===== src/rtl/fbg_pkg.sv =====
package fbg_pkg;

  localparam int ValueW = 64;
  localparam int FracW  = 52;
  localparam int ExpW   = 11;
  localparam int DigitW = 10;
  localparam int CfgIdxW = 2;
  localparam int CfgDataW = 10;

  localparam logic [CfgIdxW-1:0] CfgAction    = 2'd0;
  localparam logic [CfgIdxW-1:0] CfgDigitKind = 2'd1;
  localparam logic [CfgIdxW-1:0] CfgDigits    = 2'd2;

  localparam logic [1:0] ActTrim = 2'd0;
  localparam logic [1:0] ActPad  = 2'd1;

  localparam logic [DigitW-1:0] DigitsReset = 10'd3;

  // powers of ten 10^PowMin .. 10^PowMax, one entry each
  localparam int PowMin = -323;
  localparam int PowMax = 308;
  localparam int PowCnt = PowMax - PowMin + 1;
  localparam int RomAw  = 10;
  localparam int BinW   = 12;
  localparam int SigW   = 54;
  localparam int EntW   = BinW + SigW;
  localparam int TabW   = PowCnt * EntW;
  localparam int BigW   = 768;

  localparam int ChunkW = 13;
  localparam int Chunks = 4;

  typedef struct packed {
    logic signed [BinW-1:0] binade;
    logic [SigW-1:0]        sig_ceil;
  } pow10_ent_t;

  typedef struct packed {
    logic [Chunks-1:0]      nz;
    logic [Chunks-1:0][3:0] cnt;
  } lzc_t;

  typedef struct packed {
    logic signed [BinW-1:0]   binade;
    logic [FracW:0]           sig;
    logic signed [RomAw-1:0]  pow;
    logic [RomAw-1:0]         addr;
  } dec_t;

  function automatic logic [5:0] kept_bits(input logic [4:0] n);
    logic [5:0] b;
    case (n)
      5'd1:  b = 6'd4;
      5'd2:  b = 6'd7;
      5'd3:  b = 6'd10;
      5'd4:  b = 6'd14;
      5'd5:  b = 6'd17;
      5'd6:  b = 6'd20;
      5'd7:  b = 6'd24;
      5'd8:  b = 6'd27;
      5'd9:  b = 6'd30;
      5'd10: b = 6'd34;
      5'd11: b = 6'd37;
      5'd12: b = 6'd40;
      5'd13: b = 6'd44;
      5'd14: b = 6'd47;
      5'd15: b = 6'd50;
      5'd16: b = 6'd52;
      default: b = 6'd0;
    endcase
    return b;
  endfunction

  // binade and rounded-up 53-bit significand of every power of ten in range
  function automatic logic [TabW-1:0] build_pow10_tab();
    logic [TabW-1:0] tab;
    logic [BigW-1:0] d;
    logic [BigW-1:0] r;
    logic [SigW-1:0] c;
    logic            sticky;
    int              len;
    int              q;
    int              i;
    tab = '0;
    d = BigW'(1);
    len = 1;
    for (q = 0; q <= -PowMin; q++) begin
      if (q <= PowMax) begin
        if (len <= 53) begin
          c = SigW'(d << (53 - len));
        end else begin
          c = SigW'(d >> (len - 53));
          sticky = |(d & ((BigW'(1) << (len - 53)) - BigW'(1)));
          c = c + SigW'(sticky);
        end
        tab[(q - PowMin) * EntW +: EntW] = {BinW'(q + len - 1), c};
      end
      if (q >= 1) begin
        r = (BigW'(1) << len) - d;
        c = SigW'(1);
        for (i = 0; i < 52; i++) begin
          r = r << 1;
          c = c << 1;
          if (r >= d) begin
            r = r - d;
            c[0] = 1'b1;
          end
        end
        c = c + SigW'(1);
        tab[(-q - PowMin) * EntW +: EntW] = {BinW'(-q - len), c};
      end
      d = (d << 2) + d;
      if (d[len + 2]) begin
        len = len + 3;
      end else begin
        len = len + 2;
      end
    end
    return tab;
  endfunction

endpackage


===== src/rtl/fbg_lzc.sv =====
module fbg_lzc (
  input  logic [fbg_pkg::FracW-1:0] frac,
  output fbg_pkg::lzc_t             lzc
);

  logic [fbg_pkg::ChunkW-1:0] chunk;

  always_comb begin
    lzc = '0;
    chunk = '0;
    for (int j = 0; j < fbg_pkg::Chunks; j++) begin
      chunk = frac[fbg_pkg::FracW-1-fbg_pkg::ChunkW*j -: fbg_pkg::ChunkW];
      lzc.nz[j] = |chunk;
      for (int i = 0; i < fbg_pkg::ChunkW; i++) begin
        if (chunk[i]) begin
          lzc.cnt[j] = 4'(fbg_pkg::ChunkW - 1 - i);
        end
      end
    end
  end

endmodule


===== config.mk =====
export PLATFORM = sky130hd
export DESIGN_NAME = fbg_lzc
export DESIGN_NICKNAME = d
export VERILOG_FILES = /design/src/rtl/fbg_pkg.sv /design/src/rtl/fbg_lzc.sv
export SDC_FILE = /design/constraint.sdc
export NUM_CORES = 1
export LEC_CHECK = 0
export BUFFER_PORTS_ARGS = -buffer_cell sky130_fd_sc_hd__buf_2
export CAP_MARGIN = 20
export CORE_MARGIN = 4
export CORE_UTILIZATION = 33
export DETAILED_ROUTE_END_ITERATION = 10
export PLACE_DENSITY = 0.85
export SLEW_MARGIN = 20
export SYNTH_ARGS = -nofsm -noshare
export SYNTH_HDL_FRONTEND = slang
export SYNTH_SLANG_ARGS = --single-unit

===== constraint.sdc =====
create_clock -name vclk -period 1.01
set_input_delay 0.0505 -clock vclk [all_inputs]
set_output_delay 0.0505 -clock vclk [all_outputs]
set_load 0.01 [all_outputs]

==> results.tsv <==
metric	value	unit
multi_input_area	659	um2
start_util	35.2	%
fp.dieH	48.1	um
drtPass1Iterations	4	
relSlewSlack	76.2	%
grt_setup_unrepaired	true	
worstHoldPathType	primary input to primary output	
start_kind	primary input	
synth_cell_types	16	
setup_ws	-0.0903	ns
ioPinCount	72	
core_area	0.00151	mm2
vias_per_cell	5.75	
hold_path_end	lzc[13]	
pwr-share-comb	100.0	%
finalMaxSlewViolations	0	
drt_wl_total	3140	um
gp_congestion	0.817	
synth_top_area_share	11.8	%
internal-power	222	uW
row_count	14	
seq_area_frac_synth	0	%
worst_pin_slew	0.354	ns
finalCritPeriodShare	109	%
grtUsageTotal	18.6	%
synth.avg_cell_area	5.64	um2
hp-start	frac[11]	
hold_viol	0	
synth_area	531	um2
setup_viol	7	
diodes	0	
dr_total_vias	1127	
netSwitchingFraction	50.0	%
antenna_found_initial	0	
netlist_instances	94	
drcViolationCount	0	
status	finished, violations left	
dp_worst_setup_slack	-0.0719	ns
cts_setup_buffers	0	
die_w	48.1	um
portBuffers	72	
p_per_area	355	mW/mm2
crit_arrival	1.05	ns
ys_warn_count	0	
violations	setup timing	
grt_max_degree	5	
drive_gt1_share	61.1	%
grt_overflow	0	
crit_path_end_kind	primary output	
p_sw	223	uW
clock_buffers	0	
drt-wirelength-per-cell	16.0	um
worstPathRequired	0.96	ns
fill_cells	86	
fin_nets	234	
synth.area.top_cells	nor4_1 12%, nor2_1 9.9%, a21oi_1 9.4%	
grt_pass1_wl	3210	um
drtIter0Drc	14	
syn-num-nets	146	
clock_power_share	0	%
p_leak	0.000580	uW
fin_crit	1.10	ns
grt_pass1_vias	903	
maxCapViolCount	0	
final-seq-area	0	um2
ant_nets	0	
die_area	0.00231	mm2
vdd_drop_max	0.258	mV
seq_cell_count	0	
area_growth	136	%
final_util	83.2	%
p_seq_share	0	%
synth_top_area_cell	nor4_1	
whs_path_depth	3	
critical_path_class	primary input to primary output	
cp_max_fo	3	
fmax	0.909	GHz
dp_hpwl	2080	um
[what timing repair did]
item / CTS / global route
pin swaps: 4 / 11
setup endpoints to repair: 11 / 17
gates resized for setup: 12 / 42
hold buffers: 0 / 0
[worst max-delay path, cell delays in order]
cell	delay (ns)
buf_6	0.10
or4_4	0.55
nor3b_2	0.19
buf_2	0.16
[power groups by stage]
stage | combinational, uW | sequential (uW) | clock, uW
2_1_floorplan | 105 | 0 | 0
3_3_place_gp | 315 | 0 | 0
3_5_place_dp | 331 | 0 | 0
4_1_cts | 354 | 0 | 0
5_1_grt | 478 | 0 | 0
6_report | 445 | 0 | 0
[cell usage in the layout, fill, tap and decap left out, types with 2 or more instances in the layout]
| master | netlist | layout |
|---|---|---|
| a21boi_0 | 2 | 2 |
| buf_2 | 0 | 60 |
| nor2b_1 | 8 | 3 |
| o31a_1 | 4 | 4 |
| nor4_2 | 0 | 4 |
| nand3_1 | 2 | 2 |
| inv_1 | 8 | 8 |
| a21oi_1 | 10 | 9 |
| nor2b_4 | 0 | 3 |
| nor2_1 | 14 | 13 |
| nor3b_2 | 2 | 2 |
| o21ai_1 | 0 | 7 |
| a211oi_1 | 4 | 3 |
| nand2_1 | 6 | 6 |
| nand3b_1 | 2 | 2 |
| nor4_4 | 0 | 4 |
| nor3_1 | 8 | 6 |
| nor4_1 | 10 | 2 |
| buf_6 | 0 | 11 |
| or4_4 | 2 | 2 |
| buf_4 | 0 | 13 |
| o31ai_1 | 4 | 2 |
| nor2b_2 | 0 | 2 |
[synthesized netlist by cell type]
| cell | count |
|---|---|
| nor2_1 | 14 |
| a21oi_1 | 10 |
| nor4_1 | 10 |
| inv_1 | 8 |
| nor2b_1 | 8 |
| nor3_1 | 8 |
| o21ai_0 | 8 |
| nand2_1 | 6 |
| a211oi_1 | 4 |
| o31a_1 | 4 |
| o31ai_1 | 4 |
| a21boi_0 | 2 |
| nand3_1 | 2 |
| nand3b_1 | 2 |
| nor3b_2 | 2 |
| or4_4 | 2 |
[per-layer routing]
metal  GRT usage (%)  part of all wire, %  vias to the layer above
met5               0                    0                        -
met4            6.45                  2.5                        0
met3            1.11                  8.9                        8
met2            41.4                   56                       68
met1            16.5                   33                      514
li1                -                    -                      537
[worst max-delay path by stage]
stage                         from       to  slack [ns]  depth (start not counted)
after floorplan           frac[25]  lzc[11]        0.13                          2
after global placement    frac[25]  lzc[11]       -0.05                          4
after detailed placement   frac[4]  lzc[19]       -0.07                          5
after CTS                 frac[10]  lzc[15]       -0.04                          4
after global routing      frac[12]  lzc[15]       -0.12                          4
final                     frac[12]  lzc[15]       -0.09                          4
[kinds of logic after synthesis]
kind of cell           count (synthesis)  share of synthesized area, %
AO/OA/AOI/OAI                         32                          37.7
AND/OR/NAND/NOR                       54                          56.6
buffers and inverters                  8                          5.66
[per-stage QoR]
stage	instances	total power [uW]	setup TNS (ns)	cell area [um2]	hold slack (ns)
final	196	445	-0.349	1250	0.416
after global routing	196	478	-0.606	1250	0.428
after CTS	196	354	-0.127	1080	0.388
after detailed placement	196	331	-0.352	1020	0.375
after global placement	196	315	-0.204	1020	0.367
after floorplan	94	105	0	531	0.152
[area by class of cell]
cell class | instances | area share [%]
repair buffers | 86 | 43.4
multi-input cells | 86 | 52.6
inverters | 8 | 2.40
well taps | 16 | 1.60
No activity file was read; power rests on OpenSTA's default activity.
