**src/rtl/fbg_pkg.sv**
```systemverilog
package fbg_pkg;

  localparam int ValueW = 64;
  localparam int FracW  = 52;
  localparam int ExpW   = 11;
  localparam int DigitW = 10;
  localparam int CfgIdxW = 2;
  localparam int CfgDataW = 10;

  localparam logic [CfgIdxW-1:0] CfgAction    = 2'd0;
  localparam logic [CfgIdxW-1:0] CfgDigitKind = 2'd1;
  localparam logic [CfgIdxW-1:0] CfgDigits    = 2'd2;

  localparam logic [1:0] ActTrim = 2'd0;
  localparam logic [1:0] ActPad  = 2'd1;

  localparam logic [DigitW-1:0] DigitsReset = 10'd3;

  // powers of ten 10^PowMin .. 10^PowMax, one entry each
  localparam int PowMin = -323;
  localparam int PowMax = 308;
  localparam int PowCnt = PowMax - PowMin + 1;
  localparam int RomAw  = 10;
  localparam int BinW   = 12;
  localparam int SigW   = 54;
  localparam int EntW   = BinW + SigW;
  localparam int TabW   = PowCnt * EntW;
  localparam int BigW   = 768;

  localparam int ChunkW = 13;
  localparam int Chunks = 4;

  typedef struct packed {
    logic signed [BinW-1:0] binade;
    logic [SigW-1:0]        sig_ceil;
  } pow10_ent_t;

  typedef struct packed {
    logic [Chunks-1:0]      nz;
    logic [Chunks-1:0][3:0] cnt;
  } lzc_t;

  typedef struct packed {
    logic signed [BinW-1:0]   binade;
    logic [FracW:0]           sig;
    logic signed [RomAw-1:0]  pow;
    logic [RomAw-1:0]         addr;
  } dec_t;

  function automatic logic [5:0] kept_bits(input logic [4:0] n);
    logic [5:0] b;
    case (n)
      5'd1:  b = 6'd4;
      5'd2:  b = 6'd7;
      5'd3:  b = 6'd10;
      5'd4:  b = 6'd14;
      5'd5:  b = 6'd17;
      5'd6:  b = 6'd20;
      5'd7:  b = 6'd24;
      5'd8:  b = 6'd27;
      5'd9:  b = 6'd30;
      5'd10: b = 6'd34;
      5'd11: b = 6'd37;
      5'd12: b = 6'd40;
      5'd13: b = 6'd44;
      5'd14: b = 6'd47;
      5'd15: b = 6'd50;
      5'd16: b = 6'd52;
      default: b = 6'd0;
    endcase
    return b;
  endfunction

  // binade and rounded-up 53-bit significand of every power of ten in range
  function automatic logic [TabW-1:0] build_pow10_tab();
    logic [TabW-1:0] tab;
    logic [BigW-1:0] d;
    logic [BigW-1:0] r;
    logic [SigW-1:0] c;
    logic            sticky;
    int              len;
    int              q;
    int              i;
    tab = '0;
    d = BigW'(1);
    len = 1;
    for (q = 0; q <= -PowMin; q++) begin
      if (q <= PowMax) begin
        if (len <= 53) begin
          c = SigW'(d << (53 - len));
        end else begin
          c = SigW'(d >> (len - 53));
          sticky = |(d & ((BigW'(1) << (len - 53)) - BigW'(1)));
          c = c + SigW'(sticky);
        end
        tab[(q - PowMin) * EntW +: EntW] = {BinW'(q + len - 1), c};
      end
      if (q >= 1) begin
        r = (BigW'(1) << len) - d;
        c = SigW'(1);
        for (i = 0; i < 52; i++) begin
          r = r << 1;
          c = c << 1;
          if (r >= d) begin
            r = r - d;
            c[0] = 1'b1;
          end
        end
        c = c + SigW'(1);
        tab[(-q - PowMin) * EntW +: EntW] = {BinW'(-q - len), c};
      end
      d = (d << 2) + d;
      if (d[len + 2]) begin
        len = len + 3;
      end else begin
        len = len + 2;
      end
    end
    return tab;
  endfunction

endpackage

```
**src/rtl/fbg_mask_gen.sv**
```systemverilog
module fbg_mask_gen (
  input  logic [fbg_pkg::ValueW-1:0]        value,
  input  logic                              pad,
  input  fbg_pkg::dec_t                     dec,
  input  fbg_pkg::pow10_ent_t               ent,
  input  logic                              digit_kind,
  input  logic signed [fbg_pkg::DigitW-1:0] digits,
  output logic [fbg_pkg::ValueW-1:0]        result
);

  logic                              special;
  logic                              ge;
  logic signed [fbg_pkg::RomAw-1:0]  flog;
  logic signed [fbg_pkg::RomAw-1:0]  k;
  logic signed [11:0]                n_raw;
  logic [4:0]                        n;
  logic [5:0]                        kept;
  logic [fbg_pkg::ValueW-1:0]        mask;

  always_comb begin
    special = (value[62:0] == '0) || (value[62:52] == '1);
    ge      = (dec.binade == ent.binade) && ({1'b0, dec.sig} >= ent.sig_ceil);
    flog    = ge ? dec.pow : dec.pow - 10'sd1;
    k       = (flog >= -10'sd1) ? flog + 10'sd1 : flog + 10'sd2;
    n_raw   = 12'(digits) + (digit_kind ? 12'(k) : 12'sd0);
    if (n_raw < 12'sd1) begin
      n = 5'd1;
    end else if (n_raw > 12'sd16) begin
      n = 5'd16;
    end else begin
      n = n_raw[4:0];
    end
    kept = fbg_pkg::kept_bits(n);
    mask = {fbg_pkg::ValueW{1'b1}} << (6'd52 - kept);
    if (special) begin
      result = value;
    end else if (pad) begin
      result = value | ~mask;
    end else begin
      result = value & mask;
    end
  end

endmodule

```
**config.mk**
```make
export PLATFORM = sky130hd
export DESIGN_NAME = fbg_mask_gen
export DESIGN_NICKNAME = d
export VERILOG_FILES = /design/src/rtl/fbg_pkg.sv /design/src/rtl/fbg_mask_gen.sv
export SDC_FILE = /design/constraint.sdc
export NUM_CORES = 1
export LEC_CHECK = 0
export BUFFER_PORTS_ARGS = -buffer_cell sky130_fd_sc_hd__buf_4
export CAP_MARGIN = 20
export CORE_AREA = 2 2 113 115
export DETAILED_ROUTE_END_ITERATION = 10
export DIE_AREA = 0 0 115 117
export PLACE_DENSITY_LB_ADDON = 0.08
export SYNTH_ARGS = -nofsm -noshare
export SYNTH_HDL_FRONTEND = slang
export SYNTH_SLANG_ARGS = --single-unit
```
**constraint.sdc**
```tcl
create_clock -name vclk -period 10.3
set_input_delay 0.515 -clock vclk [all_inputs]
set_output_delay 0.515 -clock vclk [all_outputs]
set_load 0.01 [all_outputs]
```
==> out/qor.txt <==
critical path startpoint category -> input pin
Crit Path Class -> in2out
Crit. End Element -> primary output
top-count cell post-synth -> ha_1
Synth top area share -> 19.9%
hold depth -> 0
vias in the first global route -> 5947
Reg area -> 0 um^2
Synth Instances -> 689
Final #Nets -> 1258
initial antenna violation count -> 0
top cells by area, synth -> ha_1, mux2_2, a21oi_1
via count -> 6264
# IOs -> 291
wire per inst -> 17.1 um
peak per-stage delay on the critical path -> 0.44 ns
row cnt -> 41
Max IR drop VDD -> 0.0365 mV
net count after synthesis -> 994
die width -> 115 um
Setup WS pre-CTS -> 0.374 ns
Max-Slew Margin vs Limit -> 24.4%
met2 usage -> 48.3%
DP HPWL -> 16200 um
Slew @ Worst Pin -> 1.12 ns
M1 GR Usage -> 29.7%
worst setup margin -> 0.640 ns
synthesis-to-layout area growth -> 46.8%
Final Hold Viols -> 0
post-route setup TNS -> 0 ns
CP dominant cell by count -> ha_1
Hold Buf Count CTS -> 0
clock buffers -> 0
Yosys cell types -> 75
Worst Hold Endpoint -> result[63]
cell area power density -> 67.2 nW/um^2
worst min path class -> in2out
global-route wire length before repair -> 28000 um
crit-path leading delay family -> compound AO/OA/AOI/OAI gates
setup violators final -> 0
HP Start -> value[63]
worst-path maximum fanout -> 8
Final Cycle Share -> 93.8%
Antenna Nets Post-Route -> 0
Detailed Route WL -> 18800 um
Post-DP Area -> 7060 um^2
RD Place Congestion -> 0.983
Die H -> 117 um
met3 Usage GRT -> 2.99%
1st-iter DRT viols -> 356
CP max stage cell -> a2111oi_2
Initial Utilization -> 39.2%
final core occ -> 57.6%
drt drc -> 0
max cap viols -> 0
core area -> 12300 um^2
synthesized cell area -> 4830 um^2
maximum clock frequency -> 104 MHz
post-synthesis sequential area ratio -> 0%
Final Max Tran Viols -> 0
Ys Warns -> 0
Post-Layout Inst Area -> 7090 um^2
largest net degree at the start of global routing -> 64
postcts setup bufs -> 0
crit path DAT -> 9.15 ns
die area -> 13500 um^2
Leakage Power -> 3.65 nW
Inserted Diodes -> 0
I/O Buffers -> 279
Via density -> 5.69
CP Buf/Inv Count -> 5
layout cell share with drive strength beyond 1 -> 39.2%
Worst Path Required -> 9.79 ns
Synth Area per Inst -> 7.01 um^2
Post-synth top cells -> ha_1, inv_1, mux2_2
total grt overflow -> 0
Yosys top cell by area -> ha_1
Total GRT Usage -> 25.1%
post-route minimum period -> 9.66 ns
busiest grt layer -> met2
outcome -> completed
DR pass1 iterations -> 5
FFs & Latches -> 0
-- report_power, final --
group	internal [mW]	switching (mW)	total [mW]
logic	0.229	0.247	0.476
clock network	0	0	0
registers	0	0	0
-- metrics by stage --
stage / power [mW] / hold slack (ns) / instances
floorplan: 0.273 / 1.12 / 689
global placement: 0.461 / 1.03 / 1101
detailed placement: 0.468 / 1.03 / 1101
CTS: 0.471 / 1.03 / 1101
global route: 0.519 / 1.03 / 1101
finish: 0.476 / 1.03 / 1101
-- worst max path at each step --
stage / slack [ns] / cells after the start / start / end
CTS: 0.33 / 36 / dec[23] / result[21]
global placement: 0.55 / 36 / dec[23] / result[21]
finish: 0.64 / 40 / dec[68] / result[1]
detailed placement: 0.37 / 37 / dec[23] / result[0]
floorplan: 1.58 / 38 / ent[3] / result[29]
global route: -0.06 / 40 / dec[68] / result[1]
-- what timing repair did --
| item | CTS | global route |
|---|---|---|
| endpoints found under the hold margin | 0 | 0 |
| resized for setup | 0 | 10 |
| endpoints found under the setup margin | 0 | 62 |
-- placed cells by master (no fill, tap or decap), drive strengths merged, types with 3 or more instances in the layout --
master   netlist  final
buf            9    288
ha            77     77
inv           69     69
mux2          61     61
a21oi         58     58
nand2         57     57
o21ai         44     44
nor2          42     42
nand4         29     29
xnor2         24     24
a21o          21     21
nor4          21     21
nand3         19     19
nor3          18     18
and3          11     11
a211oi         9      9
o211ai         8      8
nor2b          7      7
o31a           5      5
or2            5      5
o31ai          5      5
and2           5      5
a211o          4      4
xor2           4      4
or3            4      4
o211a          3      3
o2111ai        3      3
nand2b         3      3
o21a           3      3
o22ai          3      3
or4            3      3
a2111oi        3      3
-- cell families (layout without fill, tap and decap cells) --
| kind of cell | Yosys count | count (layout) | share of synthesized area, % |
|---|---|---|---|
| xor+xnor | 29 | 29 | 5.85 |
| mux | 63 | 63 | 14.7 |
| fa+ha+maj | 78 | 78 | 20.4 |
| simple gates | 228 | 228 | 24.0 |
| buf+inv | 96 | 358 | 7.82 |
| compound gates | 195 | 195 | 27.3 |
-- routing by layer --
metal,vias up,wire length (um)
met3,30,1430
met5,-,0
li1,3106,-
met1,2849,7330
met2,279,9590
met4,0,435
-- layout make-up --
cell class         instances  area, um^2
fillers                 1194        5220
inverters                 70         263
multi-input cells        593        4480
well taps                150         188
repair buffers           288        2160
Note: power is estimated with default switching activity, not from simulation.
