### config.mk
export PLATFORM = sky130hd
export DESIGN_NAME = fbg_decode
export DESIGN_NICKNAME = d
export VERILOG_FILES = /design/src/rtl/fbg_pkg.sv /design/src/rtl/fbg_decode.sv
export SDC_FILE = /design/constraint.sdc
export NUM_CORES = 1
export LEC_CHECK = 0
export BUFFER_PORTS_ARGS = -buffer_cell sky130_fd_sc_hd__buf_2
export CORE_UTILIZATION = 30
export DETAILED_ROUTE_END_ITERATION = 10
export GPL_TIMING_DRIVEN = 0
export MAX_ROUTING_LAYER = met4
export REMOVE_ABC_BUFFERS = 1
export SYNTH_ARGS = -nofsm -noshare
export SYNTH_HDL_FRONTEND = slang
export SYNTH_SLANG_ARGS = --single-unit
### constraint.sdc
create_clock -name vclk -period 14.6
set_clock_uncertainty 0.05 [all_clocks]
set_input_delay 2.92 -clock vclk [all_inputs]
set_output_delay 2.92 -clock vclk [all_outputs]
set_load 0.01 [all_outputs]
### src/rtl/fbg_pkg.sv
package fbg_pkg;

  localparam int ValueW = 64;
  localparam int FracW  = 52;
  localparam int ExpW   = 11;
  localparam int DigitW = 10;
  localparam int CfgIdxW = 2;
  localparam int CfgDataW = 10;

  localparam logic [CfgIdxW-1:0] CfgAction    = 2'd0;
  localparam logic [CfgIdxW-1:0] CfgDigitKind = 2'd1;
  localparam logic [CfgIdxW-1:0] CfgDigits    = 2'd2;

  localparam logic [1:0] ActTrim = 2'd0;
  localparam logic [1:0] ActPad  = 2'd1;

  localparam logic [DigitW-1:0] DigitsReset = 10'd3;

  // powers of ten 10^PowMin .. 10^PowMax, one entry each
  localparam int PowMin = -323;
  localparam int PowMax = 308;
  localparam int PowCnt = PowMax - PowMin + 1;
  localparam int RomAw  = 10;
  localparam int BinW   = 12;
  localparam int SigW   = 54;
  localparam int EntW   = BinW + SigW;
  localparam int TabW   = PowCnt * EntW;
  localparam int BigW   = 768;

  localparam int ChunkW = 13;
  localparam int Chunks = 4;

  typedef struct packed {
    logic signed [BinW-1:0] binade;
    logic [SigW-1:0]        sig_ceil;
  } pow10_ent_t;

  typedef struct packed {
    logic [Chunks-1:0]      nz;
    logic [Chunks-1:0][3:0] cnt;
  } lzc_t;

  typedef struct packed {
    logic signed [BinW-1:0]   binade;
    logic [FracW:0]           sig;
    logic signed [RomAw-1:0]  pow;
    logic [RomAw-1:0]         addr;
  } dec_t;

  function automatic logic [5:0] kept_bits(input logic [4:0] n);
    logic [5:0] b;
    case (n)
      5'd1:  b = 6'd4;
      5'd2:  b = 6'd7;
      5'd3:  b = 6'd10;
      5'd4:  b = 6'd14;
      5'd5:  b = 6'd17;
      5'd6:  b = 6'd20;
      5'd7:  b = 6'd24;
      5'd8:  b = 6'd27;
      5'd9:  b = 6'd30;
      5'd10: b = 6'd34;
      5'd11: b = 6'd37;
      5'd12: b = 6'd40;
      5'd13: b = 6'd44;
      5'd14: b = 6'd47;
      5'd15: b = 6'd50;
      5'd16: b = 6'd52;
      default: b = 6'd0;
    endcase
    return b;
  endfunction

  // binade and rounded-up 53-bit significand of every power of ten in range
  function automatic logic [TabW-1:0] build_pow10_tab();
    logic [TabW-1:0] tab;
    logic [BigW-1:0] d;
    logic [BigW-1:0] r;
    logic [SigW-1:0] c;
    logic            sticky;
    int              len;
    int              q;
    int              i;
    tab = '0;
    d = BigW'(1);
    len = 1;
    for (q = 0; q <= -PowMin; q++) begin
      if (q <= PowMax) begin
        if (len <= 53) begin
          c = SigW'(d << (53 - len));
        end else begin
          c = SigW'(d >> (len - 53));
          sticky = |(d & ((BigW'(1) << (len - 53)) - BigW'(1)));
          c = c + SigW'(sticky);
        end
        tab[(q - PowMin) * EntW +: EntW] = {BinW'(q + len - 1), c};
      end
      if (q >= 1) begin
        r = (BigW'(1) << len) - d;
        c = SigW'(1);
        for (i = 0; i < 52; i++) begin
          r = r << 1;
          c = c << 1;
          if (r >= d) begin
            r = r - d;
            c[0] = 1'b1;
          end
        end
        c = c + SigW'(1);
        tab[(-q - PowMin) * EntW +: EntW] = {BinW'(-q - len), c};
      end
      d = (d << 2) + d;
      if (d[len + 2]) begin
        len = len + 3;
      end else begin
        len = len + 2;
      end
    end
    return tab;
  endfunction

endpackage

### src/rtl/fbg_decode.sv
module fbg_decode (
  input  logic [fbg_pkg::ValueW-1:0] value,
  input  fbg_pkg::lzc_t              lzc,
  output fbg_pkg::dec_t              dec
);

  logic [fbg_pkg::ExpW-1:0]     expo;
  logic [fbg_pkg::FracW-1:0]    frac;
  logic [5:0]                   lz;
  logic signed [29:0]           prod;
  logic signed [fbg_pkg::BinW-1:0] e_est;

  assign expo = value[62:52];
  assign frac = value[fbg_pkg::FracW-1:0];

  always_comb begin
    lz = '0;
    for (int j = fbg_pkg::Chunks - 1; j >= 0; j--) begin
      if (lzc.nz[j]) begin
        lz = 6'(fbg_pkg::ChunkW * j) + 6'(lzc.cnt[j]);
      end
    end
  end

  always_comb begin
    if (expo != '0) begin
      dec.binade = $signed({1'b0, expo}) - 12'sd1023;
      dec.sig    = {1'b1, frac};
    end else begin
      dec.binade = -12'sd1023 - $signed({6'd0, lz});
      dec.sig    = {1'b0, frac} << (lz + 6'd1);
    end
    prod     = dec.binade * $signed(18'sd78913);
    e_est    = prod[29:18];
    dec.pow  = 10'(e_est + 12'sd1);
    dec.addr = dec.pow + 10'd323;
  end

endmodule

==> results of run 1 <==
==> area by class of cell <==
| class | instances | area [µm²] | share of cell area |
|---|---|---|---|
| antenna | 5 | 12.51 | 0.001499 |
| inverter | 105 | 394.1 | 0.04721 |
| multi-input combinational | 792 | 6470 | 0.7749 |
| tap | 285 | 356.6 | 0.04271 |
| timing repair buffer | 187 | 1116 | 0.1337 |
==> per-stage QoR <==
stage	cells	util	power [mW]	setup TNS [ns]
3_3_place_gp	1350	0.3506	1.359	-73.12
3_5_place_dp	1363	0.3635	1.369	-0.1806
2_1_floorplan	897	-	0.9937	0
6_report	1374	0.3677	1.386	0
5_1_grt	1374	0.3677	1.534	0
4_1_cts	1363	0.3637	1.377	0
==> timing repair <==
action | in CTS | in global routing
setup endpoints to repair | 3 | 7
cloned | 0 | 0
resized for setup | 2 | 5
setup buffers | 0 | 6
hold buffers | 0 | 0
pin swaps | 0 | 2
==> cell usage after synthesis (9+ instances only) <==
| master | count | share of area |
|---|---|---|
| a211oi_1 | 21 | 0.023 |
| a21o_1 | 9 | 0.0097 |
| xor2_1 | 13 | 0.016 |
| buf_1 | 10 | 0.0054 |
| nand2b_1 | 9 | 0.0081 |
| nand3_1 | 19 | 0.014 |
| a21oi_1 | 70 | 0.050 |
| mux2_2 | 17 | 0.027 |
| fa_1 | 31 | 0.089 |
| ha_1 | 89 | 0.16 |
| nand4_1 | 14 | 0.013 |
| inv_1 | 103 | 0.055 |
| nor2_1 | 57 | 0.031 |
| xnor2_1 | 23 | 0.029 |
| nand2_1 | 96 | 0.052 |
| nor2b_1 | 9 | 0.0081 |
| mux2i_1 | 143 | 0.20 |
| o21ai_0 | 60 | 0.043 |
| clkbuf_1 | 41 | 0.022 |
==> where the power goes <==
group	leakage (nW)	total, mW	switching [mW]	internal, mW
Combinational	4.26	1.39	0.834	0.553
Clock	0.0000317	0.0000000459	0	0.0000000459
Sequential	0	0	0	0
Total	4.26	1.39	0.834	0.553
==> path summary, 6_finish.rpt <==
| kind | from | end | slack [ns] | cells past startpoint |
|---|---|---|---|---|
| worst max-delay path | lzc[14] | dec[9] | 0.47 | 31 |
| worst min-delay path | value[50] | dec[70] | 6.10 | 3 |
==> metal layers <==
metal	track usage	up-vias	routed length [µm]	part of all wire
met2	0.2965	256	10530	0.45
met3	0.02017	40	1201	0.051
li1	-	3669	-	-
met1	0.2698	3487	11240	0.48
met5	-	-	0	0
met4	0.05799	0	650	0.028
==> logic make-up after synthesis <==
group	count (synthesis)	share of synthesized area
fa+ha+maj	120	0.2482
simple gates	255	0.1771
mux	162	0.2387
xor+xnor	36	0.04513
buf+inv	161	0.08829
compound gates	219	0.2025
==> flow_metrics.py, run 1 <==
metrics = {
    "run_status": {
        "status": "complete, no violations",
    },
    "setup_path": {
        "worstSetupStartpointType": "primary input",
        "cpMostUsedCell": "ha_1",
        "critPathMaxFanout": 7,
        "worst-setup-path-type": "in2out",
        "cp-end-kind": "primary output",
        "crit_required_ns": 11.63,
        "critical_path_buf_inv_count": 5,
        "crit_slowest_cell": "fa_1",
        "cp.arrival_ns": 11.16,
        "cp_top_family": "adder cells",
        "critPathMaxStageDelay_ns": 0.56,
    },
    "detailed_routing": {
        "wirelength_um": 23620,
        "drtIter0Drc": 522,
        "viasPerCell": 5.424,
        "avgRoutedWirePerCell_um": 17.19,
        "ant_nets": 0,
        "vias": 7452,
        "firstDrtPassIters": 8,
        "drc": 0,
    },
    "synth": {
        "postSynthAreaPerCell_um2": 7.331,
        "syn_area_um2": 6987,
        "ys_warn_count": 0,
        "synth_cell_types": 68,
        "postSynthCellCount": 953,
        "ys_seq_area_frac": 0,
    },
    "timing": {
        "finalMaxSlewViolations": 0,
        "max_clock_freq_ghz": 0.07077,
        "worstMarginPinSlew_ns": 1.319,
        "setup_ws_ns": 0.4702,
        "fin_crit_sh": 0.9678,
        "hold_viol": 0,
        "setup_viol": 0,
        "relSlewSlack": 0.1167,
        "rsz0062_at_grt": "no",
        "period_needed_ns": 14.13,
        "whs_ns": 6.096,
    },
    "placement": {
        "gp_congestion": 0.9503,
        "post_dp_cell_area_um2": 8254,
        "portBuffers": 168,
        "hpwl_um": 19660,
        "dpl_worst_slack_ns": -0.1806,
    },
    "floorplanning": {
        "die_w_um": 154.6,
        "dieArea_um2": 23900,
        "num_io_pins": 169,
        "std_cell_rows": 55,
        "start_util": 0.3077,
        "core_um2": 22710,
        "chipHeight_um": 154.6,
    },
    "final_layout": {
        "clkbuf_count": 0,
        "final_common_cell": "buf_2",
        "nNetsFinal": 1290,
        "regArea_um2": 0,
        "final_cell_mix": "buf_2, mux2i_1, inv_1",
        "final_area_um2": 8349,
        "fillCellCount": 2438,
        "syn_to_final_growth_pct": 19.50,
        "nFlopsAndLatches": 0,
        "drive_gt1_frac": 0.2140,
    },
    "global_routing": {
        "grt-ovfl-total": 0,
        "grt_max_degree": 57,
        "grt_util_all_layers": 0.1946,
        "grt_pass1_wl_um": 36430,
        "grt_pass1_vias": 6775,
        "antenna_found_initial": 5,
    },
    "pwr": {
        "p_leak_nw": 4.259,
        "p_per_area_nw_per_um2": 166.0,
        "peakVddDrop_uv": 226.3,
    },
    "worst_hold_path": {
        "min_path_type": "in2out",
    },
    "job": {
        "max_cap_violations": 0,
    },
}
Note: power is estimated with default switching activity, not from simulation.
==> inputs of run 2 (changes only) <==
- RECOVER_POWER: default -> 50
==> flow_metrics.py, run 2 (synthesized netlist as in run 1, its figures left out) <==
metrics = {
    "worst_hold_path": {
        "min_path_type": "in2out",
        "min_path_cells": 3,
        "min-delay-start": "value[50]",
        "min_to": "dec[70]",
    },
    "floorplanning": {
        "die_w_um": 154.6,
        "core_um2": 22710,
        "dieArea_um2": 23900,
        "num_io_pins": 169,
        "start_util": 0.3077,
        "std_cell_rows": 55,
        "chipHeight_um": 154.6,
    },
    "detailed_routing": {
        "avgRoutedWirePerCell_um": 17.19,
        "vias": 7479,
        "ant_nets": 0,
        "viasPerCell": 5.443,
        "firstDrtPassIters": 5,
        "wirelength_um": 23610,
        "drtIter0Drc": 491,
        "drc": 0,
    },
    "pwr": {
        "power_mw": 1.384,
        "p_per_area_nw_per_um2": 167.0,
        "peakVddDrop_uv": 226.2,
        "p_leak_nw": 4.185,
    },
    "timing": {
        "rsz0062_at_grt": "no",
        "hold_viol": 0,
        "fin_crit_sh": 0.9679,
        "finalMaxSlewViolations": 72,
        "setup_viol": 0,
        "worstMarginPinSlew_ns": 2.640,
        "period_needed_ns": 14.13,
        "max_clock_freq_ghz": 0.07076,
        "setup_ws_ns": 0.4682,
        "relSlewSlack": -0.7597,
    },
    "final_layout": {
        "final_cell_mix": "buf_2, mux2i_1, inv_1",
        "layoutNonFillerInstCount": 1374,
        "fillCellCount": 2454,
        "final_common_cell": "buf_2",
        "multi_input_area_um2": 6450,
        "nFlopsAndLatches": 0,
        "regArea_um2": 0,
        "final_area_um2": 8284,
        "nNetsFinal": 1290,
        "clkbuf_count": 0,
        "syn_to_final_growth_pct": 18.57,
        "drive_gt1_frac": 0.1836,
    },
    "global_routing": {
        "grt_max_degree": 57,
        "antenna_found_initial": 5,
        "gr-usage-met1": 0.2698,
        "grt_util_all_layers": 0.1946,
        "grt.busiest_layer": "met2",
        "grt_pass1_vias": 6775,
        "grt_pass1_wl_um": 36430,
        "gr-usage-met2": 0.2965,
        "grtUsageMet3": 0.02017,
        "grt-ovfl-total": 0,
    },
    "cts": {
        "hold_buffers": 0,
    },
    "placement": {
        "post_dp_cell_area_um2": 8254,
        "dpl_worst_slack_ns": -0.1806,
        "placed_cells": 1363,
        "gp_congestion": 0.9503,
        "portBuffers": 168,
        "hpwl_um": 19660,
    },
    "setup_path": {
        "cp.arrival_ns": 11.16,
        "critPathMaxFanout": 7,
        "critPathMaxStageDelay_ns": 0.56,
        "crit_required_ns": 11.63,
        "cp-end-kind": "primary output",
        "worst-setup-path-type": "in2out",
        "worstSetupStartpointType": "primary input",
        "crit_slowest_cell": "fa_1",
        "cpMostUsedCell": "ha_1",
    },
    "job": {
        "max_cap_violations": 2,
    },
    "run_status": {
        "status": "complete, but fails checks",
        "violations": "max-capacitance violations, max-slew violations",
    },
}
## run 2: changes by cell type in the layout (fill, tap and decap cells not counted), moves of 7 or more
| cell | previous run | this run |
|---|---|---|
| mux2_1 | 0 | 7 |
| buf_2 | 168 | 147 |
| mux2_2 | 17 | 10 |
| clkbuf_1 | 0 | 23 |
## run 2: final cells by class
cell class         instances  share of cell area
diodes                     5            0.001510
inverters                105             0.04758
multi-input cells        792              0.7786
well taps                285             0.04304
repair buffers           187              0.1293
## run 2: through the flow
step                hold WS (ns)  TNS, ns  utilization
finish                     6.095        0       0.3648
global route               6.112        0       0.3648
CTS                        6.096        0       0.3637
detailed placement         6.094  -0.1806       0.3635
global placement           6.092   -73.12       0.3506
floorplan                  5.919        0            -
## run 2: worst max path at each step
stage,startpoint,end,slack [ns],cells after the start
3_5_place_dp,lzc[12],dec[9],-0.18,35
2_1_floorplan,value[59],dec[9],0.26,26
6_report,lzc[14],dec[9],0.47,31
4_1_cts,lzc[9],dec[9],0.08,33
3_3_place_gp,value[59],dec[9],-2.16,28
5_1_grt,lzc[18],dec[9],0.001,29
## run 2: critical path, delay by kind of cell
family | cells | cell delay, ns
adder cells (fa/ha/maj) | 7 | 2.81
AO/OA/AOI/OAI | 10 | 2.37
AND/OR/NAND/NOR | 6 | 1.78
buffers and inverters | 5 | 0.54
XOR/XNOR | 2 | 0.50
multiplexers | 1 | 0.24
## run 2: timing repair
item,CTS,global route
resized for setup,2,5
pin swaps,0,2
buffers inserted,0,6
endpoints found under the setup margin,3,7
## run 2: per-layer routing
layer / vias to the layer above / wire [µm]
li1: 3661 / -
met3: 38 / 1406
met1: 3491 / 11100
met5: - / 0
met2: 289 / 10520
met4: 0 / 582
## run 2: power by group
part | switching, mW | internal [mW]
clock | 0 | 0.0000000459
sequential | 0 | 0
combinational | 0.832 | 0.551
total | 0.832 | 0.551
